$ cat src/rtl/bpnd_pkg.sv
`timescale 1ns / 1ps
`default_nettype none
package bpnd_pkg;

  // Coordinate width of every frame and preview dimension
  localparam int unsigned COORD_BITS = 14;
  localparam int unsigned CW         = COORD_BITS;
  // One quotient bit per divider step
  localparam int unsigned DIV_STEPS  = COORD_BITS;
  localparam int unsigned NUM_W      = 2 * COORD_BITS + 1;
  localparam int unsigned DEN_W      = COORD_BITS + 1;
  localparam int unsigned IDX_W      = 2 * COORD_BITS;
  localparam int unsigned CFG_IDX_W  = 3;
  // Input register, two dividers, two scale stages, four address stages
  localparam int unsigned PIPE_LAT   = 2 * DIV_STEPS + 7;

  typedef enum logic [CFG_IDX_W-1:0] {
    CFG_RAW_W   = 3'd0,
    CFG_RAW_H   = 3'd1,
    CFG_VIS_W   = 3'd2,
    CFG_VIS_H   = 3'd3,
    CFG_LEFT    = 3'd4,
    CFG_TOP     = 3'd5,
    CFG_PMAX    = 3'd6,
    CFG_USABLE  = 3'd7
  } cfg_reg_e;

  // Configuration and the values derived from it (the user must keep it static while items fly; not enforced)
  typedef struct packed {
    logic [CW-1:0] raw_w;
    logic [CW-1:0] raw_h;
    logic [CW-1:0] vw;
    logic [CW-1:0] vh;
    logic [CW-1:0] left;
    logic [CW-1:0] top;
    logic          ok_pre;
  } cfg_t;

  // Item data that travels alongside the dividers
  typedef struct packed {
    logic [CW-1:0] dx;
    logic [CW-1:0] dy;
    logic [CW-1:0] pw;
    logic [CW-1:0] ph;
    logic          ok;
    logic          x_over;
    logic          y_over;
  } side_t;

  // One divider lane: partial remainder, divisor, quotient so far
  typedef struct packed {
    logic [NUM_W-1:0] rem;
    logic [DEN_W-1:0] den;
    logic [CW-1:0]    quo;
  } div_lane_t;

endpackage
`default_nettype wire

$ cat src/rtl/bpnd_mid.sv
`timescale 1ns / 1ps
`default_nettype none
// Preview size fix-up, then numerators of the pixel-centre mapping
module bpnd_mid import bpnd_pkg::*; (
  input  wire logic            clk_i,
  input  wire logic            rst_ni,
  input  wire cfg_t            cfg_i,
  input  wire logic            vld_i,
  input  wire div_lane_t [1:0] lane_i,
  input  wire side_t           side_i,
  output logic                 vld_o,
  output div_lane_t [1:0]      lane_o,
  output side_t                side_o
);

  // Clamp to range and, when v is at least 2, force even
  function automatic logic [CW-1:0] fit_side(input logic [CW-1:0] s_raw,
                                             input logic [CW-1:0] v);
    logic [CW-1:0] s;
    s = s_raw;
    if (s < CW'(1)) s = CW'(1);
    if (s > v) s = v;
    if (v >= CW'(2)) begin
      if (s < CW'(2)) s = CW'(2);
      s[0] = 1'b0;
      if (s > v) s = {v[CW-1:1], 1'b0};
    end
    if (s < CW'(1)) s = CW'(1);
    return s;
  endfunction

  logic            m1_vld_q, m2_vld_q;
  side_t           m1_side_q, m1_side_d, m2_side_q, m2_side_d;
  div_lane_t [1:0] m2_lane_q, m2_lane_d;

  // Stage 1: preview sides and final proxy decision
  always_comb begin
    logic [CW-1:0] pw, ph;
    pw = fit_side(lane_i[0].quo, cfg_i.vw);
    ph = fit_side(lane_i[1].quo, cfg_i.vh);
    m1_side_d    = side_i;
    m1_side_d.pw = pw;
    m1_side_d.ph = ph;
    m1_side_d.ok = cfg_i.ok_pre && ((pw != cfg_i.vw) || (ph != cfg_i.vh));
  end

  // Stage 2: (2d+1)*S over 2D set up for the divider
  always_comb begin
    m2_side_d        = m1_side_q;
    m2_side_d.x_over = m1_side_q.dx >= m1_side_q.pw;
    m2_side_d.y_over = m1_side_q.dy >= m1_side_q.ph;
    m2_lane_d[0].rem = NUM_W'({m1_side_q.dx, 1'b1}) * NUM_W'(cfg_i.vw);
    m2_lane_d[0].den = {m1_side_q.pw, 1'b0};
    m2_lane_d[0].quo = '0;
    m2_lane_d[1].rem = NUM_W'({m1_side_q.dy, 1'b1}) * NUM_W'(cfg_i.vh);
    m2_lane_d[1].den = {m1_side_q.ph, 1'b0};
    m2_lane_d[1].quo = '0;
  end

  always_ff @(posedge clk_i or negedge rst_ni) begin
    if (!rst_ni) begin
      m1_vld_q <= 1'b0;
      m2_vld_q <= 1'b0;
    end else begin
      m1_vld_q <= vld_i;
      m2_vld_q <= m1_vld_q;
    end
  end

  always_ff @(posedge clk_i) begin
    m1_side_q <= m1_side_d;
    m2_side_q <= m2_side_d;
    m2_lane_q <= m2_lane_d;
  end

  assign vld_o  = m2_vld_q;
  assign lane_o = m2_lane_q;
  assign side_o = m2_side_q;

endmodule
`default_nettype wire

$ cat config.mk
export PLATFORM = sky130hd
export DESIGN_NAME = bpnd_mid
export DESIGN_NICKNAME = d
export VERILOG_FILES = /design/src/rtl/bpnd_pkg.sv /design/src/rtl/bpnd_mid.sv
export SDC_FILE = /design/constraint.sdc
export NUM_CORES = 1
export LEC_CHECK = 0
export BUFFER_PORTS_ARGS = -buffer_cell sky130_fd_sc_hd__buf_2
export CAP_MARGIN = 20
export CORE_AREA = 2 2 266 268
export CTS_CLUSTER_SIZE = 28
export DETAILED_ROUTE_END_ITERATION = 8
export DIE_AREA = 0 0 268 270
export GPL_ROUTABILITY_DRIVEN = 0
export GPL_TIMING_DRIVEN = 0
export PLACE_DENSITY_LB_ADDON = 0.08
export SKIP_CTS_REPAIR_TIMING = 1
export SKIP_LAST_GASP = 1
export SLEW_MARGIN = 0
export SYNTH_ARGS = -nofsm -noshare
export SYNTH_HDL_FRONTEND = slang
export SYNTH_SLANG_ARGS = --single-unit
export TNS_END_PERCENT = 100
$ cat constraint.sdc
create_clock -name clk_i -period 14 [get_ports clk_i]
set_clock_uncertainty 0.2 [all_clocks]
set_input_delay 0.7 -clock clk_i [delete_from_list [all_inputs] [get_ports clk_i]]
set_output_delay 0.7 -clock clk_i [all_outputs]
set_load 0.1 [all_outputs]
* Word level (Yosys, flattened, before mapping)
Index checks and enable logic that the tools add are counted.
** Cells by class
- $mul :: 2
- Order comparisons :: 14
- Eq/ne operators :: 2
- Muxes and demuxes :: 14
- Reductions and logical operators :: 2
** Operator list (count)
- two-way mux 14 bit :: 14
- multiplier 15 x 14 -> 29 bit :: 2
- > comparator 14 bit :: 4
- less-than comparator 14 x 1 -> 1 bit, second input constant :: 4
- greater-or-equal comparator 14 bit :: 2
- greater-or-equal comparator 14 x 2 -> 1 bit, second input constant :: 2
- less-than comparator 14 x 2 -> 1 bit, second input constant :: 2
- != test 14 bit :: 2
- logical AND 1 bit :: 1
- logical OR 1 bit :: 1
** Storage, ports and cells
- Register bits :: 176
- Output and inout port bits :: 176

* Logic depth before layout (Yosys ltp)
- Depth in word-level cells :: 15
- Mapped depth :: 24
- Mapped depth without buffers :: 22

* Least setup slack after synthesis
OpenSTA, ideal clock, no wires.
- Kind :: input -> register
- Start :: input port cfg_i[45] in the netlist's numbering
- End :: register m2_lane_q, in the netlist lane_o[57]
- Library setup time :: 121 ps
- Arrival :: 6503 ps
- Slack :: 7177 ps
- Stages :: 24
- Buffers on the path :: 2
- Cells stage by stage :: clkbuf_1 buf_1 nand2_1 fa_1 inv_1 fa_1 inv_1 fa_1 inv_1 ha_1 inv_1 fa_1 inv_1 fa_1 ha_1 or2_2 a21o_1 a31oi_1 o21ai_0 a221oi_1 o21ai_0 a211o_1 a21o_1 xnor2_1
** RTL lines
- start: declaration :: line bpnd_mid.sv:7 : input wire cfg_t cfg_i,
- end signal: assignment :: line bpnd_mid.sv:73 : m2_lane_q <= m2_lane_d;
- end: declaration :: line bpnd_mid.sv:34 : div_lane_t [1:0] m2_lane_q, m2_lane_d;

==> impl_results.md <==
- Outcome: complete, no violations
- Most frequent cell after synthesis: inv_1
- Prevailing post-synth register cell: dfxtp_1
- Worst Setup Path Type: primary input to flip-flop
- WP data arrival: approximately 8.2 ns
- CTS root buf: clkbuf_16
- Final instance area: around 24000 um2
- CP top delay family: adder cells
- First-pass GRT wire length: 103000 um
- HPWL after detailed placement: between 50000 and 60000 um
- Initial antenna violation count: 10
- Final period utilization: 0.570
- Largest net degree at the start of global routing: 19
- Vias/cell: ~4.6
- TritonCTS Buffers: 17
- Top-area cell type share of the netlist area: 0.296
- Hold WC Path Type: primary input to flip-flop
- Gr usage total: 0.189
- Worst-path cell chain: buf_2 -> clkbuf_1 -> clkbuf_1 -> nand2_1 -> fa_1 -> inv_1 -> fa_1 -> fa_1 -> inv_1 -> fa_1 -> fa_1 -> inv_1 -> fa_1 -> ha_1 -> nor3_1 -> o221ai_1 -> a31oi_1 -> o21ai_0 -> a221oi_1 -> o21ai_0 -> a211o_1 -> a21o_1 -> xnor2_1
- Slew Limit Fails: 0
- TNS Setup: 0 ns
- Avg WL per Cell: around 19 um
- Std-Cell Rows: 97
- Maxcap violations: 0
- Synth cell types: 66
- Final WL: between 60000 and 70000 um
- Multi-input logic area: between 10000 and 15000 um2
- Cell mode on critical path: fa_1
- Peak Freq: between 0.1 and 0.15 GHz
- Setup ws final: 6.03 ns
- DR DRC count: 0
- Total leakage power: approximately 12 nW
- Hold WS: 0.0860 ns
- Post-synthesis register bit count: approximately 180
- Initial drt markers: about 800
- DIE AREA: between 70000 and 80000 um2
- Slew Limit Headroom: 0.428
- Fin crit period: roughly 8 ns
- Most area-consuming cells after synthesis: fa_1 (30%), dfxtp_1 (17%), ha_1 (16%)
- Non-Filler Instances: roughly 3.5k
- Die Span Y: between 200 and 300 um
- Skew-Pair Late Insertion Delay: ~0.50 ns
- Ys Warns: 0
- Die width: 268 um
- Fin nets: approximately 3.4k
- Placed Area: around 23000 um2
- Synth async-reset ratio: 0.0114
- RSZ-0062 raised after global routing: no
- TritonCTS clock tree: yes
- Fillcell total: 7361
- Starting Density: 0.298
- Overflow after GRT: 0
- Pwr/cell area: approximately 260 nW/um2
- Layout cells sized above 1: 0.136
- Worst path required time: roughly 14 ns
- Via count: around 16k
- Crit-path slowest cell: a221oi_1
- Critical Path End Type: flip-flop
- Port-buffer cells: 232
- Clock-pin slew on the worst setup and hold paths: 0.09 ns
- Seq/Total Area, Yosys: 0.171
- CP Launch Type: primary input
- Leading area contributor after synthesis: fa_1
- H-tree Lvls: 4
- Final Hold Vio Count: 0
- CORE AREA: roughly 70000 um2
- # placed instances: 3464
- Final antenna-violating net count: 0
- Clk buf depth: 2
- Vias in the first global route: roughly 17k
- CTS sink cnt: around 180
- Worst-Margin Slew: 0.846 ns
- Register area: around 3500 um2
- Pre-Repair DR Iteration Count: 5
- Final setup fails: 0
- Synthesized instance count: 2263
- Synthesized area per cell: around 9.2 um2
- Post-synth EDFFs: 0
- DP Worst Slack: roughly 5.5 ns
- Buf/Inv on CP: 6
- CP max stage delay: ~0.57 ns
- Io pins: about 440
- Leading post-synthesis cells by instance count: inv_1 (392), fa_1 (306), nand2_1 (290)
- CP max FO: 10
- Synthesized cell area: 20700 um2
- VDD IR-drop max: about 230 uV
- Synthesis-to-finish area growth: 14.8%
## power by group
group / switching (W) / internal [W]
combinational: 0.00304 / 0.00177
clock: 0.000265 / 0.000256
sequential: 0.0000643 / 0.000685
## metrics by stage
stage | utilization | power [W]
2_1_floorplan | - | 0.00456
3_3_place_gp | 0.333 | 0.00560
3_5_place_dp | 0.333 | 0.00559
4_1_cts | 0.342 | 0.00617
5_1_grt | 0.342 | 0.00673
6_report | 0.342 | 0.00608
## placed cells by master (no fill, tap or decap), types with 35 or more instances in the layout
cell type / count
inv_1: 392
fa_1: 306
nand2_1: 290
ha_1: 268
buf_2: 234
dfxtp_1: 174
and2_1: 154
clkbuf_1: 100
nor2_1: 72
a21oi_1: 68
buf_4: 58
o21ai_0: 57
xnor2_1: 35
## state kept, by name, indices dropped and copies added (netlist names)
signal     count
m1_vld_q       1
vld_o          1
side_o        31
lane_o        86
m1_side_q     57
## logic make-up after synthesis
logic type                 count (synthesis)  synth area share
adders and majority gates                574             0.457
buffers and inverters                    556             0.112
other                                      1          0.000181
DFF                                      176             0.171
AOI/OAI and AO/OA                        265            0.0838
xor gates and xnor gates                  64            0.0271
and+or+nand+nor                          613             0.142
muxes                                     14           0.00749
## cell type report
cell class,instances,area share
sequential,176,0.149
timing repair buffer,233,0.0493
buffer,164,0.0355
clock buffer,18,0.0180
antenna,1,0.000105
clock inverter,14,0.00716
multi-input combinational,1560,0.630
tap,940,0.0495
inverter,392,0.0619
## final timing paths
path,end,slack (ns),cells past startpoint,startpoint
worst max register to register,lane_o[57]$_DFF_P_,6.15,23,m1_side_q[49]$_DFF_P_
worst max-delay path,lane_o[57]$_DFF_P_,6.03,23,cfg_i[46]
min in group asynchronous,vld_o$_DFF_PN0_,0.32,2,rst_ni
worst min register to register,side_o[2]$_DFF_P_,0.13,0,m1_side_q[2]$_DFF_P_
worst min-delay path,m1_side_q[54]$_DFF_P_,0.09,1,side_i[54]
max in group asynchronous,m1_vld_q$_DFF_PN0_,13.19,2,rst_ni
## worst register-to-register path: stages (launching register included)
cell	delay (ns)
dfxtp_1	0.65
clkbuf_1	0.61
nand2_1	0.16
fa_1	0.54
inv_1	0.05
fa_1	0.47
inv_1	0.05
fa_1	0.50
inv_1	0.04
ha_1	0.26
inv_1	0.05
fa_1	0.47
inv_1	0.05
fa_1	0.43
ha_1	0.32
or2_2	0.32
a21o_1	0.20
a31oi_1	0.44
o21ai_0	0.31
a221oi_1	0.57
o21ai_0	0.38
a211o_1	0.35
a21o_1	0.19
xnor2_1	0.13
## per-layer routing
metal / track usage / share of wire / up-vias / wire length (um)
met3: 0.0260 / 0.042 / 36 / 2730
met1: 0.280 / 0.50 / 8003 / 32700
li1: - / - / 7602 / -
met4: 0.0376 / 0.010 / 2 / 664
met5: 0 / 0.00026 / - / 17
met2: 0.291 / 0.44 / 344 / 28900
No activity file was read; power rests on OpenSTA's default activity.
