### config.mk
export PLATFORM = sky130hd
export DESIGN_NAME = bpnd_div2
export DESIGN_NICKNAME = d
export VERILOG_FILES = /design/src/rtl/bpnd_pkg.sv /design/src/rtl/bpnd_div2.sv
export SDC_FILE = /design/constraint.sdc
export NUM_CORES = 2
export LEC_CHECK = 0
export BUFFER_PORTS_ARGS = -buffer_cell sky130_fd_sc_hd__buf_4
export CORE_ASPECT_RATIO = 0.75
export CORE_UTILIZATION = 45
export DETAILED_ROUTE_END_ITERATION = 6
export GPL_TIMING_DRIVEN = 0
export HOLD_SLACK_MARGIN = 0.06
export SETUP_SLACK_MARGIN = 0.5
export SKIP_LAST_GASP = 1
export SLEW_MARGIN = 30
export SYNTH_ARGS = -nofsm -noshare
export SYNTH_HDL_FRONTEND = slang
export SYNTH_SLANG_ARGS = --single-unit
### constraint.sdc
create_clock -name clk_i -period 4.69 [get_ports clk_i]
set_clock_uncertainty 0.1 [all_clocks]
set_input_delay 0.469 -clock clk_i [delete_from_list [all_inputs] [get_ports clk_i]]
set_output_delay 0.469 -clock clk_i [all_outputs]
set_load 0.02 [all_outputs]
### src/rtl/bpnd_pkg.sv
`timescale 1ns / 1ps
`default_nettype none
package bpnd_pkg;

  // Coordinate width of every frame and preview dimension
  localparam int unsigned COORD_BITS = 14;
  localparam int unsigned CW         = COORD_BITS;
  // One quotient bit per divider step
  localparam int unsigned DIV_STEPS  = COORD_BITS;
  localparam int unsigned NUM_W      = 2 * COORD_BITS + 1;
  localparam int unsigned DEN_W      = COORD_BITS + 1;
  localparam int unsigned IDX_W      = 2 * COORD_BITS;
  localparam int unsigned CFG_IDX_W  = 3;
  // Input register, two dividers, two scale stages, four address stages
  localparam int unsigned PIPE_LAT   = 2 * DIV_STEPS + 7;

  typedef enum logic [CFG_IDX_W-1:0] {
    CFG_RAW_W   = 3'd0,
    CFG_RAW_H   = 3'd1,
    CFG_VIS_W   = 3'd2,
    CFG_VIS_H   = 3'd3,
    CFG_LEFT    = 3'd4,
    CFG_TOP     = 3'd5,
    CFG_PMAX    = 3'd6,
    CFG_USABLE  = 3'd7
  } cfg_reg_e;

  // Configuration and the values derived from it (the user must keep it static while items fly; not enforced)
  typedef struct packed {
    logic [CW-1:0] raw_w;
    logic [CW-1:0] raw_h;
    logic [CW-1:0] vw;
    logic [CW-1:0] vh;
    logic [CW-1:0] left;
    logic [CW-1:0] top;
    logic          ok_pre;
  } cfg_t;

  // Item data that travels alongside the dividers
  typedef struct packed {
    logic [CW-1:0] dx;
    logic [CW-1:0] dy;
    logic [CW-1:0] pw;
    logic [CW-1:0] ph;
    logic          ok;
    logic          x_over;
    logic          y_over;
  } side_t;

  // One divider lane: partial remainder, divisor, quotient so far
  typedef struct packed {
    logic [NUM_W-1:0] rem;
    logic [DEN_W-1:0] den;
    logic [CW-1:0]    quo;
  } div_lane_t;

endpackage
`default_nettype wire

### src/rtl/bpnd_div2.sv
`timescale 1ns / 1ps
`default_nettype none
// Two-lane restoring divider, one quotient bit per register stage
module bpnd_div2 import bpnd_pkg::*; (
  input  wire logic            clk_i,
  input  wire logic            rst_ni,
  input  wire logic            in_vld_i,
  input  wire div_lane_t [1:0] in_lane_i,
  input  wire side_t           in_side_i,
  output logic                 out_vld_o,
  output div_lane_t [1:0]      out_lane_o,
  output side_t                out_side_o
);

  logic            vld_q    [DIV_STEPS];
  div_lane_t [1:0] lane_q   [DIV_STEPS];
  side_t           side_q   [DIV_STEPS];
  logic            src_vld  [DIV_STEPS];
  div_lane_t [1:0] src_lane [DIV_STEPS];
  side_t           src_side [DIV_STEPS];
  div_lane_t [1:0] lane_d   [DIV_STEPS];

  for (genvar k = 0; k < DIV_STEPS; k++) begin : g_step
    localparam int unsigned Bit = DIV_STEPS - 1 - k;

    // Stage input: module input or previous stage
    if (k == 0) begin : g_first
      assign src_vld[k]  = in_vld_i;
      assign src_lane[k] = in_lane_i;
      assign src_side[k] = in_side_i;
    end else begin : g_next
      assign src_vld[k]  = vld_q[k-1];
      assign src_lane[k] = lane_q[k-1];
      assign src_side[k] = side_q[k-1];
    end

    // Trial subtract of the shifted divisor
    always_comb begin
      logic [NUM_W-1:0] dsh;
      lane_d[k] = src_lane[k];
      for (int l = 0; l < 2; l++) begin
        dsh = NUM_W'(src_lane[k][l].den) << Bit;
        if (src_lane[k][l].rem >= dsh) begin
          lane_d[k][l].rem      = src_lane[k][l].rem - dsh;
          lane_d[k][l].quo[Bit] = 1'b1;
        end
      end
    end

    always_ff @(posedge clk_i or negedge rst_ni) begin
      if (!rst_ni) begin
        vld_q[k] <= 1'b0;
      end else begin
        vld_q[k] <= src_vld[k];
      end
    end

    always_ff @(posedge clk_i) begin
      lane_q[k] <= lane_d[k];
      side_q[k] <= src_side[k];
    end
  end

  assign out_vld_o  = vld_q[DIV_STEPS-1];
  assign out_lane_o = lane_q[DIV_STEPS-1];
  assign out_side_o = side_q[DIV_STEPS-1];

endmodule
`default_nettype wire

[After elaboration in Yosys (flattened, before gate mapping)]
Memories as Yosys holds them, arrays and structs flattened.
Index checks and enable logic that the tools add are counted.
Cells by class
  $add $sub $neg: 28
  order comparisons: 28
  multiplexer cells: 56
Operator list (number)
  29-bit two-way mux: 28
  29-bit by 15-bit >= comparator with 1-bit output: 2
  29-bit by 16-bit >= comparator with 1-bit output: 2
  29-bit by 17-bit >= comparator with 1-bit output: 2
  29-bit by 18-bit >= comparator with 1-bit output: 2
  29-bit by 19-bit >= comparator with 1-bit output: 2
  29-bit by 20-bit >= comparator with 1-bit output: 2
  29-bit by 21-bit >= comparator with 1-bit output: 2
  29-bit by 22-bit >= comparator with 1-bit output: 2
  29-bit by 23-bit >= comparator with 1-bit output: 2
  29-bit by 24-bit >= comparator with 1-bit output: 2
  29-bit by 25-bit >= comparator with 1-bit output: 2
  29-bit by 26-bit >= comparator with 1-bit output: 2
  29-bit by 27-bit >= comparator with 1-bit output: 2
  29-bit by 28-bit >= comparator with 1-bit output: 2
  29-bit by 15-bit subtractor with 29-bit output: 2
  29-bit by 16-bit subtractor with 29-bit output: 2
  29-bit by 17-bit subtractor with 29-bit output: 2
  29-bit by 18-bit subtractor with 29-bit output: 2
  29-bit by 19-bit subtractor with 29-bit output: 2
  29-bit by 20-bit subtractor with 29-bit output: 2
  29-bit by 21-bit subtractor with 29-bit output: 2
  29-bit by 22-bit subtractor with 29-bit output: 2
  29-bit by 23-bit subtractor with 29-bit output: 2
  other kinds (6): 38
Word-level totals
  register bits after elaboration: 14
  memory bits (writable): 2450
  output and inout port bits: 176
  logic and storage cells: 128
  memories: 2
Memories
  lane_q: words 14, width 116, rd ports 14, clocked after Yosys merged registers in 0, write ports 14, RTL line bpnd_div2.sv:16  | div_lane_t [1:0] lane_q [DIV_STEPS];
  side_q: words 14, width 59, rd ports 14, clocked after Yosys merged registers in 0, write ports 14, RTL line bpnd_div2.sv:17  | side_t side_q [DIV_STEPS];

[Longest topological paths before layout]
  depth in word-level cells: 2
  depth in mapped cells: 14

[Worst setup path before layout]
No wires, ideal clock.
  kind: register to register
  start: mem lane_q[1][378] (netlist name)
  end: mem lane_q[1][495] (netlist name)
  arrival time: 3045 ps
  data required time: 4469 ps
  setup slack: 1424 ps
  cell stages (with the launch flop): 12
  path buffers: 1
  path through: dfxtp_1 inv_1 ha_1 inv_1 fa_1 a21o_1 a2111oi_1 o31ai_1 a31o_2 a21oi_1 clkbuf_1 mux2_2
RTL lines (RTL line)
  start, declared: bpnd_div2.sv:16

==> results by group <==
Timing
  • Rel. slew slack: 31.6%
  • # setup viols final: 0
  • Tightest Pin Transition: between 1 and 1.5 ns
  • RSZ-0062 raised after global routing: false
  • Final Hold Violating Endpoints: 0
  • Fin. max-slew vios: 0
  • Smallest setup slack after layout: between 0.7 and 0.8 ns
  • Final Cycle Share: 84.5%
  • Hold slack: ~0.17 ns
  • Minimum clock period: 3.96 ns
  • Fmax: 0.252 GHz
  • Fin Setup TNS: 0 ns

Pwr
  • Internal power: 45.2 mW
  • Clock power frac: 29.0%
  • Leak: between 40 and 50 nW
  • Power Density: around 680 nW/µm²
  • Pwr Total: 66.6 mW
  • Comb pwr share: a little under a third
  • Switching part of the total power: 32.1%
  • Net Sw Power: 21.4 mW
  • Peak supply drop: 0.391 mV
  • Share of power burned in registers: 41.0%

Setup path
  • Critical Path AT: 4.59 ns
  • Cells along the critical path: ha_1 > inv_1 > fa_1 > a21o_1 > a31oi_1 > a21oi_1 > o41ai_1 > o21ai_0 > a21o_1 > buf_2 > clkbuf_1 > or2_2
  • Delay-heaviest family, CP: compound AO/OA/AOI/OAI gates
  • CP startpoint: lane_q[0][188]$_DFF_P_
  • R2R depth: 12
  • R2R setup slack: roughly 0.73 ns
  • Critical Path Sink: lane_q[0][301]$_DFF_P_
  • Slowest library cell on the worst path: o41ai_1
  • Critical path data required time: 5.31 ns
  • Most used cell along the critical path: a21o_1
  • R2r startpoint: lane_q[0][188]$_DFF_P_
  • Critical path class: flop to flop
  • Type of origin of the critical path: flop
  • Instance count on the critical path: 12
  • CP Capture Type: flop
  • CP Max Fanout: 10
  • Reg2reg end: lane_q[0][301]$_DFF_P_
  • Critical path's largest stage delay: 0.66 ns
  • WP buf/inv: 3

Clock tree
  • CTS H-tree lvls: 4
  • Num CTS Buffers: 225
  • CTS tree: yes
  • Clk Tree Root Cell: clkbuf_16
  • Postcts setup bufs: 0
  • Clock Sinks: ~2,500
  • Clk pin slew, worst setup/hold paths: ~0.070 ns
  • Clock Latency Late Sink: 0.84 ns
  • Clock Tree Buf Depth: 3

Synth
  • Syn_area_per_cell: approximately 11 µm²
  • Largest cells by area after synthesis: dfxtp_1, ha_1, xnor2_1, a21oi_1, xor2_1
  • Synth cell types: 98
  • Async S/R FF share, synth: 0.568%
  • Number of flops mapped to enable cells by yosys: 0
  • Synth warnings: 0
  • #FFs+latches synth: 2,464
  • Post-synth top area share: roughly 60%
  • Post-synthesis sequential area ratio: 60.3%
  • Syn_nets: ~8,000
  • Post-synth top area cell: dfxtp_1
  • Most numerous cell in the Yosys netlist: dfxtp_1
  • Synth Flop Type: dfxtp_1
  • Post-Syn Area: just over 80,000 µm²
  • Commonest cells post-synth: dfxtp_1, inv_1, nor2_1
  • Post-Synthesis Cells: roughly 7,400

Floorplan
  • Vert. Die Dim: 372 µm
  • # IOs: 354
  • Initial core utilization: 45.3%
  • Rows: 135
  • Core box area: 181,000 µm²
  • Die W: 495 µm
  • Die area: 184,000 µm²

Route
  • DRT antenna net count: 0
  • Drt first pass iters: 5
  • Routed len/inst: 15.4 µm
  • DRT Wirelength: about 170 mm
  • Vias per cell: 4.82
  • 1st-iter DRT viols: 2,845
  • DRC: 0
  • Via count: 51,776

Place
  • I/O Buffers: about 350
  • DP Worst Slack: 0.446 ns
  • Hpwl dp: 126 mm
  • Placer Congestion: 0.934

Finish
  • # fillers: 15,501
  • Layout cell share with drive strength beyond 1: 14.0%
  • # nets final: 8,774
  • Area grow syn2layout: 19.1%
  • Core Util, Final: 54.0%

Min path
  • Hold Crit Class: input pin to flop

Job
  • Max cap viols: 0

GRT
  • Pin count of the biggest net entering global routing: 18
  • GRT Util Overall: 17.6%
  • Global-route wire length before repair: 262 mm
  • Initial antenna violation count: 2
  • Total global routing overflow: 0
  • Vias in the first global route: 50,242

Run status
  • Status: finished clean
==> cell usage in the layout, fill, tap and decap left out, types with 27 or more instances in the layout <==
| master | instances |
|---|---|
| a211oi_1 | 50 |
| a21o_1 | 134 |
| a21oi_1 | 417 |
| a31oi_1 | 36 |
| and3_1 | 37 |
| buf_4 | 530 |
| bufinv_16 | 32 |
| clkbuf_1 | 114 |
| clkbuf_16 | 227 |
| clkbuf_8 | 37 |
| clkinv_2 | 39 |
| clkinvlp_4 | 30 |
| dfxtp_1 | 2450 |
| dlygate4sd3_1 | 180 |
| fa_1 | 28 |
| ha_1 | 420 |
| inv_1 | 536 |
| mux2_2 | 124 |
| nand2_1 | 360 |
| nand2b_1 | 71 |
| nand3_1 | 116 |
| nand4_1 | 52 |
| nor2_1 | 446 |
| nor2b_1 | 70 |
| nor3_1 | 141 |
| nor4_1 | 75 |
| nor4b_1 | 27 |
| o21a_1 | 82 |
| o21ai_0 | 333 |
| o21bai_1 | 42 |
| o31a_1 | 28 |
| o31ai_1 | 31 |
| or2_2 | 45 |
| or3_1 | 49 |
| xnor2_1 | 262 |
| xor2_1 | 236 |
==> metrics by stage <==
step / cells / instance area, µm²
floorplan: 7388 / 81900
global placement: 10138 / 87600
detailed placement: 10138 / 87600
CTS: 10741 / 97500
global route: 10741 / 97600
finish: 10746 / 97600
==> power by group through the flow <==
stage          logic (mW)  registers, mW  clock network [mW]
6_report             19.9           27.3                19.3
5_1_grt              22.1           27.7                20.9
4_1_cts              19.8           27.3                19.9
3_5_place_dp         19.6           27.8                   0
3_3_place_gp         19.4           27.7                   0
2_1_floorplan        15.2           26.7                   0
==> what timing repair did <==
item	CTS	global route
hold endpoints to repair	190	0
endpoints found under the setup margin	4	9
hold buffers	180	0
resized for setup	1	2
==> flip-flops by register name, summed over array words and instances (netlist names) <==
name	cells
lane_q	1624
side_q	826
src_vld	13
out_vld_o	1
==> cell families after synthesis <==
family,synth area share [%]
flops,60.3
simple gates,10.0
compound gates,10.7
buf+inv,4.65
xor+xnor,5.32
fa+ha+maj,7.10
mux,1.90
==> final cells by class <==
type | count | area (µm²) | share of cell area [%]
sequential | 2464 | 49400 | 50.6
multi-input combinational | 4096 | 28700 | 29.4
clock buffer | 290 | 6290 | 6.44
timing repair buffer | 533 | 4450 | 4.56
tap | 2397 | 3000 | 3.07
inverter | 536 | 2010 | 2.06
clock inverter | 133 | 1870 | 1.92
buffer | 292 | 1800 | 1.85
antenna | 5 | 12.5 | 0.0128
==> worst min-delay path by stage <==
| stage | from | to | slack, ns | cells past startpoint |
|---|---|---|---|---|
| after floorplan | rst_ni | out_vld_o$_DFF_PN0_ | 0.07 | 0 |
| after global placement | rst_ni | out_vld_o$_DFF_PN0_ | 0.21 | 1 |
| after CTS | in_side_i[54] | side_q[0][54]$_DFF_P_ | 0.09 | 2 |
| after detailed placement | lane_q[0][124]$_DFF_P_ | lane_q[0][240]$_DFF_P_ | 0.21 | 0 |
| final | in_side_i[8] | side_q[0][8]$_DFF_P_ | 0.17 | 2 |
| after global routing | in_side_i[16] | side_q[0][16]$_DFF_P_ | 0.11 | 2 |
==> per-layer routing <==
layer  vias to the layer above  wire, µm  share of wire, %  global-route usage, %
met5                         -         0                 0                      0
met4                         0      6380               3.9                   7.15
met3                       353      7260               4.4                   2.99
met2                      1237     73000                44                   28.2
met1                     23607     79100                48                   23.5
li1                      26579         -                 -                      -
Note: power is estimated with default switching activity, not from simulation.
