## config.mk

```make
export PLATFORM = sky130hd
export DESIGN_NAME = bpnd_back
export DESIGN_NICKNAME = d
export VERILOG_FILES = /design/src/rtl/bpnd_pkg.sv /design/src/rtl/bpnd_back.sv
export SDC_FILE = /design/constraint.sdc
export NUM_CORES = 1
export LEC_CHECK = 0
export BUFFER_PORTS_ARGS = -buffer_cell sky130_fd_sc_hd__buf_2
export CAP_MARGIN = 30
export CORE_MARGIN = 2
export CORE_UTILIZATION = 57
export DETAILED_ROUTE_END_ITERATION = 10
export MAX_ROUTING_LAYER = met4
export PLACE_DENSITY_LB_ADDON = 0.2
export SLEW_MARGIN = 20
export SYNTH_ARGS = -nofsm -noshare
export SYNTH_HDL_FRONTEND = slang
export SYNTH_SLANG_ARGS = --single-unit
```

## constraint.sdc

```tcl
create_clock -name clk_i -period 7.6 [get_ports clk_i]
set_input_delay 0.76 -clock clk_i [delete_from_list [all_inputs] [get_ports clk_i]]
set_output_delay 0.76 -clock clk_i [all_outputs]
set_load 0.03 [all_outputs]
```

## src/rtl/bpnd_pkg.sv

```systemverilog
`timescale 1ns / 1ps
`default_nettype none
package bpnd_pkg;

  // Coordinate width of every frame and preview dimension
  localparam int unsigned COORD_BITS = 14;
  localparam int unsigned CW         = COORD_BITS;
  // One quotient bit per divider step
  localparam int unsigned DIV_STEPS  = COORD_BITS;
  localparam int unsigned NUM_W      = 2 * COORD_BITS + 1;
  localparam int unsigned DEN_W      = COORD_BITS + 1;
  localparam int unsigned IDX_W      = 2 * COORD_BITS;
  localparam int unsigned CFG_IDX_W  = 3;
  // Input register, two dividers, two scale stages, four address stages
  localparam int unsigned PIPE_LAT   = 2 * DIV_STEPS + 7;

  typedef enum logic [CFG_IDX_W-1:0] {
    CFG_RAW_W   = 3'd0,
    CFG_RAW_H   = 3'd1,
    CFG_VIS_W   = 3'd2,
    CFG_VIS_H   = 3'd3,
    CFG_LEFT    = 3'd4,
    CFG_TOP     = 3'd5,
    CFG_PMAX    = 3'd6,
    CFG_USABLE  = 3'd7
  } cfg_reg_e;

  // Configuration and the values derived from it (the user must keep it static while items fly; not enforced)
  typedef struct packed {
    logic [CW-1:0] raw_w;
    logic [CW-1:0] raw_h;
    logic [CW-1:0] vw;
    logic [CW-1:0] vh;
    logic [CW-1:0] left;
    logic [CW-1:0] top;
    logic          ok_pre;
  } cfg_t;

  // Item data that travels alongside the dividers
  typedef struct packed {
    logic [CW-1:0] dx;
    logic [CW-1:0] dy;
    logic [CW-1:0] pw;
    logic [CW-1:0] ph;
    logic          ok;
    logic          x_over;
    logic          y_over;
  } side_t;

  // One divider lane: partial remainder, divisor, quotient so far
  typedef struct packed {
    logic [NUM_W-1:0] rem;
    logic [DEN_W-1:0] den;
    logic [CW-1:0]    quo;
  } div_lane_t;

endpackage
`default_nettype wire

```

## src/rtl/bpnd_back.sv

```systemverilog
`timescale 1ns / 1ps
`default_nettype none
// Clamp, Bayer parity step, crop offset, linear address
module bpnd_back import bpnd_pkg::*; (
  input  wire logic            clk_i,
  input  wire logic            rst_ni,
  input  wire cfg_t            cfg_i,
  input  wire logic            vld_i,
  input  wire div_lane_t [1:0] lane_i,
  input  wire side_t           side_i,
  output logic                 valid_o,
  output logic                 proxy_ok_o,
  output logic [CW-1:0]        preview_width_o,
  output logic [CW-1:0]        preview_height_o,
  output logic                 coord_in_range_o,
  output logic [CW-1:0]        raw_col_o,
  output logic [CW-1:0]        raw_row_o,
  output logic [IDX_W-1:0]     raw_index_o
);

  // Move by one to match the destination parity, lower neighbour first
  function automatic logic [CW-1:0] match_parity(input logic [CW-1:0] c,
                                                 input logic          d0,
                                                 input logic [CW-1:0] s);
    logic [CW-1:0] r;
    r = c;
    if (c[0] != d0) begin
      if (c != '0)            r = c - CW'(1);
      else if (CW'(1) < s)    r = c + CW'(1);
    end
    return r;
  endfunction

  // Add margin, clamp to the last raw position
  function automatic logic [CW-1:0] place(input logic [CW-1:0] m,
                                          input logic [CW-1:0] s,
                                          input logic [CW-1:0] rsize);
    logic [CW:0]   v;
    logic [CW-1:0] lim;
    v   = {1'b0, m} + {1'b0, s};
    lim = rsize - CW'(1);
    return (v > {1'b0, lim}) ? lim : v[CW-1:0];
  endfunction

  logic                 b1_vld_q, b2_vld_q, b3_vld_q, out_vld_q;
  side_t                b1_side_q, b2_side_q, b3_side_q;
  logic [CW-1:0]        b1_cx_q, b1_cy_q, b1_cx_d, b1_cy_d;
  logic [CW-1:0]        b2_col_q, b2_row_q, b3_col_q, b3_row_q;
  logic [IDX_W-1:0]     b3_prod_q;
  logic                 ok_q, in_range_q;
  logic [CW-1:0]        pw_q, ph_q, col_q, row_q;
  logic [IDX_W-1:0]     index_q;

  // Stage 1: clamp out-of-preview coordinates, then parity step
  always_comb begin
    logic [CW-1:0] cx, cy;
    cx = side_i.x_over ? (cfg_i.vw - CW'(1)) : lane_i[0].quo;
    cy = side_i.y_over ? (cfg_i.vh - CW'(1)) : lane_i[1].quo;
    b1_cx_d = match_parity(cx, side_i.dx[0], cfg_i.vw);
    b1_cy_d = match_parity(cy, side_i.dy[0], cfg_i.vh);
  end

  always_ff @(posedge clk_i or negedge rst_ni) begin
    if (!rst_ni) begin
      b1_vld_q  <= 1'b0;
      b2_vld_q  <= 1'b0;
      b3_vld_q  <= 1'b0;
      out_vld_q <= 1'b0;
    end else begin
      b1_vld_q  <= vld_i;
      b2_vld_q  <= b1_vld_q;
      b3_vld_q  <= b2_vld_q;
      out_vld_q <= b3_vld_q;
    end
  end

  // Stages 2 to 4: crop offset, row product, final sum and zeroing
  always_ff @(posedge clk_i) begin
    b1_side_q  <= side_i;
    b1_cx_q    <= b1_cx_d;
    b1_cy_q    <= b1_cy_d;
    b2_side_q  <= b1_side_q;
    b2_col_q   <= place(cfg_i.left, b1_cx_q, cfg_i.raw_w);
    b2_row_q   <= place(cfg_i.top, b1_cy_q, cfg_i.raw_h);
    b3_side_q  <= b2_side_q;
    b3_col_q   <= b2_col_q;
    b3_row_q   <= b2_row_q;
    b3_prod_q  <= IDX_W'(b2_row_q) * IDX_W'(cfg_i.raw_w);
    ok_q       <= b3_side_q.ok;
    pw_q       <= b3_side_q.ok ? b3_side_q.pw : '0;
    ph_q       <= b3_side_q.ok ? b3_side_q.ph : '0;
    in_range_q <= b3_side_q.ok && !b3_side_q.x_over && !b3_side_q.y_over;
    col_q      <= b3_side_q.ok ? b3_col_q : '0;
    row_q      <= b3_side_q.ok ? b3_row_q : '0;
    index_q    <= b3_side_q.ok ? (b3_prod_q + IDX_W'(b3_col_q)) : '0;
  end

  assign valid_o          = out_vld_q;
  assign proxy_ok_o       = ok_q;
  assign preview_width_o  = pw_q;
  assign preview_height_o = ph_q;
  assign coord_in_range_o = in_range_q;
  assign raw_col_o        = col_q;
  assign raw_row_o        = row_q;
  assign raw_index_o      = index_q;

endmodule
`default_nettype wire
```

* Word level (Yosys, flattened, before mapping)
Cells that the tools add are included.
Word-level totals: input port bits 263, flip-flop bits (word level) 295, logic and storage cells 67, output and inout port bits 87
Cells by class: equal/unequal tests 2, multiplexer cells 10, multipliers 1, reduce and logical (&&, ||, !) cells 6, $lt $le $gt $ge 4, $add $sub $neg 11
Operator list (number):
- $mux 14 | 10
- $sub 14x1->14 const B | 6
- $add 14x14->15 | 2
- $gt 15x14->1 | 2
- $add 14x1->14 const B | 2
- $add 28x14->28 | 1
- $lt 1x14->1 const A | 2
- $mul 14x14->28 | 1
- $reduce_bool 14->1 | 2
- $logic_and 1x1->1 | 2
- $logic_not 1->1 | 2
- $ne 1x1->1 | 2

* Depth between registers and ports, before layout
Gate-level depths: netlist (run 1).
depth after elaboration 6, gate-level depth with buffers 24, depth with buffers taken out 22

* Worst setup path before layout (run 1)
OpenSTA, ideal clock, no wires.
path kind input-to-reg, start point in cfg_i[73] (netlist bit), end point reg b3_prod_q[26], library setup time 123 ps, arrival time 6072 ps, buffers on the path 2, path slack 1405 ps, stages on the path 24, required time 7477 ps, path through clkbuf_1 > clkbuf_1 > and2_1 > fa_1 > inv_1 > fa_1 > inv_1 > fa_1 > inv_1 > fa_1 > inv_1 > fa_1 > inv_1 > fa_1 > inv_1 > ha_1 > a21oi_1 > o21ai_0 > nor3_1 > a21oi_1 > a211o_1 > a211oi_1 > a21oi_1 > xor2_1
On the way: word-level cells in the longest chain between the ends 1
RTL lines:
- start: declaration | RTL line bpnd_back.sv:7 | input wire cfg_t cfg_i,
- $mul 14x14->28 | RTL line bpnd_back.sv:88 | b3_prod_q <= IDX_W'(b2_row_q) * IDX_W'(cfg_i.raw_w);
- end signal: assignment | RTL line bpnd_back.sv:88
- end: declaration | RTL line bpnd_back.sv:49 | logic [IDX_W-1:0] b3_prod_q;
No other way between the ends. A chain may end at the register's enable or synchronous reset.

* Final worst setup path (run 1)
start point reg b2_row_q[7], end point reg b3_prod_q[27]
On the way: word-level cells in the longest chain between the ends 1
RTL lines:
- start: declaration | RTL line bpnd_back.sv:48 | logic [CW-1:0] b2_col_q, b2_row_q, b3_col_q, b3_row_q;
- start signal: assignment | RTL line bpnd_back.sv:84 | b2_row_q <= place(cfg_i.top, b1_cy_q, cfg_i.raw_h);
- $mul 14x14->28 | RTL line bpnd_back.sv:88
No other way between the ends.

==> metrics.txt, run 1 <==
status complete, no violations; Worst Setup Path Type reg -> reg; RSZ-0062 raised after global routing no; area share of and/or/nand/nor cells after synthesis 0.1716; largest net degree at the start of global routing 35; routed length per placed instance 14.91 µm; CTS HTree Levels 1; critical path's largest stage delay roughly 0.54 ns; final net count roughly 2700; cell accounting for the most synthesized area dfxtp_1; synthesized-area fraction occupied by adder cells 0.2745; Vias 13460; Final Critical Period 6.197 ns; Sinks on Clock Net approximately 300; first-pass GRT wire length 64090 µm; clk slew on worst S/H paths ~0.060 ns; Synth async-reset ratio 0.01356; Die ar. ~34000 µm²; most instantiated library cell after synthesis dfxtp_1; Max clock buf depth 3; Cell Rows 65; Detailed Route Iter0 Violations 713; Max Fclk around 160 MHz; library cells used by synthesis 71; Slew headroom 0.4631; final hold vios 0; Antenna Nets Post-Route 0; main combinational cell family by area after synthesis adder cells; crit path cell chain and2_1 > fa_1 > inv_1 > fa_1 > inv_1 > fa_1 > inv_1 > fa_1 > inv_1 > fa_1 > inv_1 > fa_1 > inv_1 > ha_1 > a21o_1 > a21oi_1 > a2bb2oi_1 > o211ai_1 > a31oi_1 > nand2b_1 > a221o_1 > xnor2_1; Synth area leaders dfxtp_1 32%, fa_1 16%, ha_1 12%, and2_1 5.2%, inv_1 4.9%; TritonCTS clock tree built; multiplexer share of the synthesized area 0.02163; Slew Limit Fails 0; sequential fraction of the synthesis area 0.3231; post-synthesis register bit count about 300; Top FF cell, synth dfxtp_1; clk root buf clkbuf_16; Synth Instances roughly 1900; top-area cell type share of the netlist area 0.3177; DRT Wirelength between 30000 and 40000 µm; Die Wd around 180 µm; delay-heaviest family, CP adder cells; mean area per synthesized cell roughly 9.6 µm²; IO buf count between 200 and 250; gr usage total 0.2382; number of max-cap violations 0; synth cell count leaders 291 x dfxtp_1, 238 x inv_1, 172 x ha_1; Clk Latency, worst-skew pair ~0.55 ns; Mapped Area around 18000 µm²; EDFF count, synth 0; Slew @ Worst Pin 0.7980 ns; crit path buf inv count 6; syn nets 2495; I/O pin total 350; initial core utilization 0.5797; R2R Setup Slk 1.40 ns; Post-Synth XOR/XNOR Area 0.05970; vias in the first global route around 14000; # DRC 0; Worst EP required around 8.0 ns; share of layout cells above drive strength 1 0.1508; worst hold-check path type in -> reg; Max Fanout on Critical Path 15; gp weighted congestion ~0.86; post-DR vias/cell 5.252; Fin Setup TNS 0 ns; Area Growth Syn to Fin 14.35%; crit share post-route 0.8153; slowest CP cell dfxtp_1; Pre-antenna DRT Iters 6; clock skew approximately 0.009 ns; crit path launch type flip-flop; Synth Warn # 0; total gr overflow 0; area of the multi-input gates 11290 µm²; Num CTS Buffers 30; CP Data Arrival Time 6.64 ns; Synth Area in Compound Gates 0.08794; Sequential Area approximately 5900 µm²; Die Y ~180 µm; # fillers 2548; initial antenna violation count 5; post-DP HPWL 30380 µm; Setup crit end kind flip-flop; Core Area roughly 32000 µm²; setup violators final 0
==> layer usage <==
| metal | vias up | global-route usage | routed length (µm) |
|---|---|---|---|
| li1 | 6717 | - | - |
| met1 | 6305 | 0.2866 | 16720 |
| met2 | 384 | 0.4124 | 18210 |
| met3 | 56 | 0.04766 | 2595 |
| met4 | 0 | 0.05664 | 693 |
| met5 | - | - | 0 |
==> layout by cell type, fill, tap and decap left out, types with 8 or more instances in the layout <==
cell type / instances
nand4_1: 11
nor2_1: 84
o21a_1: 14
o21bai_1: 9
nand3_1: 24
mux2i_1: 34
xnor2_1: 75
and2_1: 153
clkbuf_16: 31
dfxtp_1: 290
nand2_1: 171
o31ai_1: 13
fa_1: 144
nor3_1: 42
nor2b_1: 16
and3_1: 11
xor2_1: 50
a21o_1: 28
nand2b_1: 11
buf_2: 234
or3_1: 13
a211oi_1: 9
o21ai_0: 34
a21oi_1: 76
or2_2: 12
ha_1: 172
a31oi_1: 12
or4_1: 8
inv_1: 238
nor4_1: 18
==> stage by stage <==
step | hold WS (ns) | worst slack [ns] | std cells | area [µm²] | util
6_report | 0.3061 | 1.403 | 2563 | 20970 | 0.6628
5_1_grt | 0.2836 | 1.140 | 2562 | 20970 | 0.6628
4_1_cts | 0.2853 | 1.464 | 2555 | 20930 | 0.6617
3_5_place_dp | 0.3121 | 1.103 | 2498 | 19820 | 0.6265
3_3_place_gp | 0.3099 | 1.186 | 2497 | 19800 | 0.6258
2_1_floorplan | 0.3096 | 1.405 | 1916 | 18340 | -
==> flip-flops by register name (all words and copies together), names as in the netlist, 28 cells and up <==
name,cells
raw_index_o,28
b3_side_q,31
b3_prod_q,28
b2_side_q,31
b1_side_q,31
==> worst paths after layout <==
path / from / endpoint / cells past startpoint
setup / recovery: b2_row_q[7] / b3_prod_q[27] / 22
hold / removal: side_i[17] / b1_side_q[17] / 1
setup reg to reg: b2_row_q[7] / b3_prod_q[27] / 22
hold reg to reg: b1_side_q[5] / b2_side_q[5] / 0
max in group asynchronous: rst_ni / b2_vld_q / 2
min in group asynchronous: rst_ni / valid_o / 2
==> cell families (layout without fill, tap and decap cells) <==
| kind of cell | after synthesis | after routing |
|---|---|---|
| muxes | 39 | 39 |
| xor gates and xnor gates | 125 | 125 |
| adders and majority gates | 316 | 316 |
| other | 0 | 6 |
| DFF | 295 | 295 |
| buffers and inverters | 296 | 535 |
| and+or+nand+nor | 603 | 603 |
| AOI/OAI and AO/OA | 242 | 242 |
==> timing repair <==
item,CTS,global route
endpoints found under the hold margin,4,0
setup buffers,0,0
hold buffers,1,0
resized for setup,0,0
==> area by class of cell <==
cell class | count | area share
clock inverters | 16 | 0.01116
clock buffers | 40 | 0.04147
multi-input cells | 1325 | 0.5382
inverters | 239 | 0.04278
diodes | 6 | 0.0007160
repair buffers | 240 | 0.05907
well taps | 402 | 0.02399
flip-flops and latches | 295 | 0.2826
Power of run 1 is left out: the tool's default activity adds up to more than one toggle a clock period on the data nets, which glitch-free logic cannot reach.
==> run 2: changes to the inputs <==
--- a/config.mk
+++ b/config.mk
@@ -5,10 +5,11 @@
 export SDC_FILE = /design/constraint.sdc
 export NUM_CORES = 1
 export LEC_CHECK = 0
+export ABC_AREA = 1
 export BUFFER_PORTS_ARGS = -buffer_cell sky130_fd_sc_hd__buf_2
 export CAP_MARGIN = 30
 export CORE_MARGIN = 2
-export CORE_UTILIZATION = 57
+export CORE_UTILIZATION = 52
 export DETAILED_ROUTE_END_ITERATION = 10
 export MAX_ROUTING_LAYER = met4
 export PLACE_DENSITY_LB_ADDON = 0.2
==> constraint.sdc (replaced) <==
create_clock -name clk_i -period 5.55 [get_ports clk_i]
set_input_delay 0.555 -clock clk_i [delete_from_list [all_inputs] [get_ports clk_i]]
set_output_delay 0.555 -clock clk_i [all_outputs]
set_load 0.03 [all_outputs]
==> run 2 against run 1 <==
  * Critical path depth unchanged
  * Area after synthesis rose by 6.5%
  * Core utilization is 4.9 points lower
  * Global-route usage decreased by 0.20 points
  * Cell count is 26% higher
==> metrics.txt, run 2 <==
first-pass GRT wire length 73150 µm (+14%); Cell Rows 70 (+7.7%); top-area cell type share of the netlist area 0.2983 (-0.01936); commonest non-fill, non-tap cell in the layout nand2_1; largest registers b1_side_q: 31 flops, b2_side_q: 31 flops, b3_side_q: 31 flops; Slew Limit Fails 0 (unchanged); WHS 0.07272 ns (-0.2334 ns); CP Data Arrival Time 5.75 ns (-0.89 ns); crit share post-route 0.9506 (+0.1353); clock skew 0.01151 ns (+0.002596 ns); Detailed Route Iter0 Violations 766 (+7.4%); sequential fraction of the synthesis area 0.3034 (-0.01969); Die Y 197.8 µm (+7.9%); Max Fclk 189.5 MHz (+17%); FF-to-FF Start b2_row_q[6]; I/O pin total 350 (unchanged); critical path's largest stage delay 0.55 ns (about the same); number of max-cap violations 0 (unchanged); Die Wd 197.8 µm (+7.9%); cell mode on critical path fa_1; synth cell count leaders 602 x nand2_1, 460 x inv_1, 291 x dfxtp_1; Synth Instances 2458 (+28%); final hold vios 0 (unchanged); Max clock buf depth 3 (unchanged); Mapped Area 19530 µm² (+6.5%); status complete, no violations; Core Area 36790 µm² (+16%); post-synthesis register bit count 295 (unchanged); post-layout util 0.6142 (-0.04866); RSZ-0062 raised after global routing no; Setup crit end kind flip-flop; crit path cell chain buf_4 > nand2_1 > fa_1 > fa_1 > inv_1 > fa_1 > fa_1 > fa_1 > inv_1 > fa_1 > inv_1 > ha_1 > buf_4 > nand2_1 > inv_1 > a21oi_1 > nand2_1 > nand2_1 > nand3_1 > nand2_1 > nand3_1 > xor2_1; crit path buf inv count 6 (unchanged); Sinks on Clock Net 295 (unchanged); syn nets 3037 (+22%); clk slew on worst S/H paths 0.06 ns (about the same); Worst Setup Path Type reg -> reg; Synth async-reset ratio 0.01356 (unchanged); worst hold-check path type in -> reg; library cells used by synthesis 53 (-25%); clk root buf clkbuf_16; initial antenna violation count 0 (-5); TritonCTS clock tree built; Slew headroom 0.5958 (+0.1326); Synth Warn # 0 (unchanged); Synth area leaders dfxtp_1 30%, fa_1 15%, nand2_1 12%, ha_1 11%, inv_1 8.8%; Max Fanout on Critical Path 8 (-7); DRT Wirelength 44440 µm (+16%); final net count 3308 (+22%); routed length per placed instance 13.80 µm (-7.4%); Pre-antenna DRT Iters 5 (-1); IO buf count 234 (unchanged); Slew @ Worst Pin 0.6064 ns (-0.1916 ns); setup violators final 0 (unchanged); post-DR vias/cell 4.936 (-6.0%); # diodes 0 (-6); hold path startpoint side_i[6]; # DRC 0 (unchanged); Num CTS Buffers 30 (unchanged); post-DP HPWL 36440 µm (+20%); mean area per synthesized cell 7.945 µm² (-17%); slowest CP cell fa_1; crit path from b2_row_q[6]; CTS HTree Levels 1 (unchanged); largest net degree at the start of global routing 50 (+43%); crit path launch type flip-flop; cell accounting for the most synthesized area dfxtp_1; total gr overflow 0 (unchanged); initial core utilization 0.5309 (-0.04879); most frequent cells in the layout 602 x nand2_1, 460 x inv_1, 283 x dfxtp_1; Clk Latency, worst-skew pair 0.58 ns (+0.03 ns); most instantiated library cell after synthesis nand2_1; share of layout cells above drive strength 1 0.1602 (+0.009435); Top FF cell, synth dfxtp_1; gr usage total 0.2362 (-0.002014); Antenna Nets Post-Route 0 (unchanged); Area Growth Syn to Fin 15.69%; EDFF count, synth 0 (unchanged); delay-heaviest family, CP adder cells; Worst EP required 6.02 ns (-2.02 ns); Die ar. 39120 µm² (+16%); gp weighted congestion 0.9066 (+5.3%); vias in the first global route 15610 (+13%); Final Critical Period 5.276 ns (-0.9207 ns); Vias 15890 (+18%)
## run 2: worst register-to-register path, stage by stage (launching register included)
cell,delay [ns]
dfxtp_1,0.45
buf_4,0.23
nand2_1,0.09
fa_1,0.46
fa_1,0.52
inv_1,0.06
fa_1,0.55
fa_1,0.43
fa_1,0.49
inv_1,0.05
fa_1,0.47
inv_1,0.04
ha_1,0.28
buf_4,0.15
nand2_1,0.10
inv_1,0.06
a21oi_1,0.14
nand2_1,0.08
nand2_1,0.06
nand3_1,0.13
nand2_1,0.11
nand3_1,0.08
xor2_1,0.14
## run 2: area by class of cell
type | instances | area [µm²]
fillers | 3336 | 14190
repair buffers | 300 | 1694
well taps | 468 | 585.6
multi-input cells | 1634 | 11580
clock buffers | 38 | 820.8
inverters | 468 | 1757
flip-flops and latches | 295 | 5936
clock inverters | 17 | 220.2
## run 2: cell families (layout without fill, tap and decap cells)
family | count (synthesis) | after routing | share of synthesized area
compound gates | 248 | 248 | 0.07137
flops | 295 | 295 | 0.3034
buf+inv | 529 | 823 | 0.1040
simple gates | 976 | 976 | 0.2212
fa+ha+maj | 316 | 316 | 0.2578
xor+xnor | 94 | 94 | 0.04216
## run 2: what timing repair did
action | in CTS | in global routing
hold buffers | 1 | 0
resized for setup | 0 | 11
hold endpoints to repair | 4 | 0
endpoints found under the setup margin | 0 | 8
setup buffers | 0 | 0
## run 2: path summary, 6_finish.rpt
kind                            endpoint  slack [ns]  cells past startpoint
max reg2reg                b3_prod_q[26]        0.27                     22
min reg2reg                 b2_side_q[5]        0.32                      0
max in group asynchronous       b3_vld_q        5.13                      2
min                         b1_side_q[6]        0.07                      1
min in group asynchronous       b1_vld_q        0.31                      2
max                        b3_prod_q[26]        0.27                     22
## run 2: metal layers
metal / wire [µm] / global-route usage / vias up
met5: 0 / - / -
met4: 1115 / 0.07018 / 0
met2: 20920 / 0.4010 / 394
met1: 20330 / 0.2975 / 7314
met3: 2065 / 0.02657 / 74
li1: - / - / 8112
## run 2: metrics by stage
stage | cell area (µm²) | TNS [ns] | cells | setup WS [ns]
after floorplan | 19550 | 0 | 2458 | 0.009193
after global placement | 21530 | -0.05200 | 3164 | -0.03493
after detailed placement | 21530 | -0.3421 | 3164 | -0.1147
after CTS | 22580 | 0 | 3220 | 0.1337
after global routing | 22590 | 0 | 3220 | 0.009622
final | 22590 | 0 | 3220 | 0.2741
Power of run 2 is left out for the same reason.
==> run 3: changes to the inputs <==
--- a/config.mk
+++ b/config.mk
@@ -9,7 +9,9 @@
 export BUFFER_PORTS_ARGS = -buffer_cell sky130_fd_sc_hd__buf_2
 export CAP_MARGIN = 30
 export CORE_MARGIN = 2
-export CORE_UTILIZATION = 52
+export CORE_UTILIZATION = 53
+export CTS_BUF_LIST = sky130_fd_sc_hd__clkbuf_4 sky130_fd_sc_hd__clkbuf_8
+export CTS_CLUSTER_DIAMETER = 100
 export DETAILED_ROUTE_END_ITERATION = 10
 export MAX_ROUTING_LAYER = met4
 export PLACE_DENSITY_LB_ADDON = 0.2
==> run 3 against run 2 <==
  * Non-clock buffer count is 5 lower
  * Maximum frequency shrank 0.87%
  * Global-route usage down 0.14 points
  * Clock skew grew 0.010 ns
  * Wire length down 1.2%
  * Sequential share of layout area about the same
  * Critical path depth shrank 3
  * Critical endpoint is now b3_prod_q[23]
==> metrics.txt, run 3 (synthesized netlist as in run 2, its figures left out) <==
status complete, no violations; IO buf count 234 (unchanged); largest net degree at the start of global routing 56 (+12%); final net count 3320 (+0.36%); largest registers b1_side_q: 31 flops, b2_side_q: 31 flops, b3_side_q: 31 flops; Worst Setup Path Type reg -> reg; Core Area 36430 µm² (-0.95%); share of layout cells above drive strength 1 0.1679 (+0.007681); I/O pin total 350 (unchanged); Max clock buf depth 3 (unchanged); Die ar. 38400 µm² (-1.8%); routed length per placed instance 13.53 µm (-1.9%); clk slew on worst S/H paths 0.06 ns (about the same); Setup Buffers After CTS 0 (unchanged); Die Y 196.0 µm (-0.93%); clock skew 0.02194 ns (+0.01043 ns); initial antenna violation count 0 (unchanged); # DRC 0 (unchanged); post-DR vias/cell 4.931 (about the same); Final Critical Period 5.322 ns (+0.04654 ns); post-DP HPWL 36330 µm (-0.30%); setup violators final 0 (unchanged); commonest non-fill, non-tap cell in the layout nand2_1; Num CTS Buffers 47 (+57%); Sinks on Clock Net 295 (unchanged); DRT Wirelength 43890 µm (-1.2%); gp weighted congestion 0.8954 (-1.2%); clk root buf clkbuf_8; most frequent cells in the layout 602 x nand2_1, 460 x inv_1, 285 x dfxtp_1; vias in the first global route 15460 (-0.97%); Worst EP required 6.06 ns (+0.04 ns); Detailed Route Iter0 Violations 820 (+7.0%); Clk Latency, worst-skew pair 0.60 ns (+0.02 ns); first-pass GRT wire length 71190 µm (-2.7%); Area Growth Syn to Fin 15.60% (about the same); Antenna Nets Post-Route 0 (unchanged); Slew headroom 0.5744 (-0.02133); initial core utilization 0.5360 (+0.005105); CTS HTree Levels 2 (+1); crit share post-route 0.9590 (+0.008385); CP Data Arrival Time 5.84 ns (+0.09 ns); Cell Rows 70 (unchanged); Vias 15990 (+0.62%); fin cells 3243 (+0.71%); # diodes 0 (unchanged); WHS 0.05541 ns (-0.01731 ns); gr usage total 0.2348 (-0.001383); Slew @ Worst Pin 0.6384 ns (+0.03200 ns); TritonCTS clock tree built; Max Fanout on Critical Path 9 (+1); Setup crit end kind flip-flop; placed cells 3159 (-0.16%); number of max-cap violations 0 (unchanged); Pre-antenna DRT Iters 5 (unchanged); worst hold-check path type in -> reg; total gr overflow 0 (unchanged); Slew Limit Fails 0 (unchanged); Max Fclk 187.9 MHz (-0.87%); Die Wd 196.0 µm (-0.93%); crit path launch type flip-flop; RSZ-0062 raised after global routing no; final hold vios 0 (unchanged)
==> run 3: changes by cell type in the layout (fill, tap and decap cells not counted), moves of 4 or more <==
| cell | delta |
|---|---|
| clkbuf_8 | +56 |
| clkbuf_16 | -30 |
| clkbuf_4 | +9 |
| buf_4 | -5 |
| clkbuf_1 | -4 |
| inv_6 | -4 |
==> run 3: cell type report <==
class / count / area [µm²]
tap: 468 / 585.6
clock inverter: 14 / 168.9
clock buffer: 69 / 893.4
sequential: 295 / 5933
multi-input combinational: 1634 / 11580
fill: 3310 / 13860
inverter: 468 / 1757
timing repair buffer: 295 / 1657
==> run 3: path summary, 6_finish.rpt <==
path                                from       endpoint  slack [ns]  depth (start not counted)
max reg2reg                  b2_row_q[7]  b3_prod_q[23]        0.23                         19
max                          b2_row_q[7]  b3_prod_q[23]        0.23                         19
min reg2reg                b1_side_q[19]  b2_side_q[19]        0.32                          0
min in group asynchronous         rst_ni       b3_vld_q        0.29                          2
min                           side_i[27]  b1_side_q[27]        0.06                          1
max in group asynchronous         rst_ni       b2_vld_q        5.14                          2
==> run 3: timing repair <==
action / in CTS / in global routing
hold buffers: 1 / 0
hold endpoints to repair: 4 / 0
endpoints found under the setup margin: 0 / 8
gates resized for setup: 0 / 7
==> run 3: stage by stage <==
stage / util / setup slack [ns] / instance area [µm²] / setup TNS, ns
CTS: 0.6192 / 0.1575 / 22560 / 0
global placement: 0.5898 / -0.02211 / 21490 / -0.02584
detailed placement: 0.5898 / -0.1028 / 21490 / -0.2735
global route: 0.6196 / 0.01375 / 22580 / 0
finish: 0.6196 / 0.2276 / 22580 / 0
floorplan: - / 0.009193 / 19550 / 0
==> run 3: routing by layer <==
metal	up-vias	GRT usage	wire length [µm]
li1	8154	-	-
met1	7390	0.2902	19970
met2	373	0.4013	20920
met3	75	0.03404	1980
met4	0	0.06762	1019
met5	-	-	0
==> run 3: worst max-delay path: stages (launching register included) <==
cell      delay, ns
dfxtp_1        0.43
buf_4          0.22
nand2_1        0.09
fa_1           0.50
fa_1           0.52
inv_1          0.06
fa_1           0.54
fa_1           0.43
fa_1           0.49
inv_1          0.05
fa_1           0.47
inv_1          0.04
ha_1           0.28
nand2_1        0.09
nor2_1         0.17
nand4_1        0.09
o21ai_0        0.30
a21oi_2        0.12
o21bai_1       0.17
xor2_1         0.16
Power of run 3 is left out for the same reason.
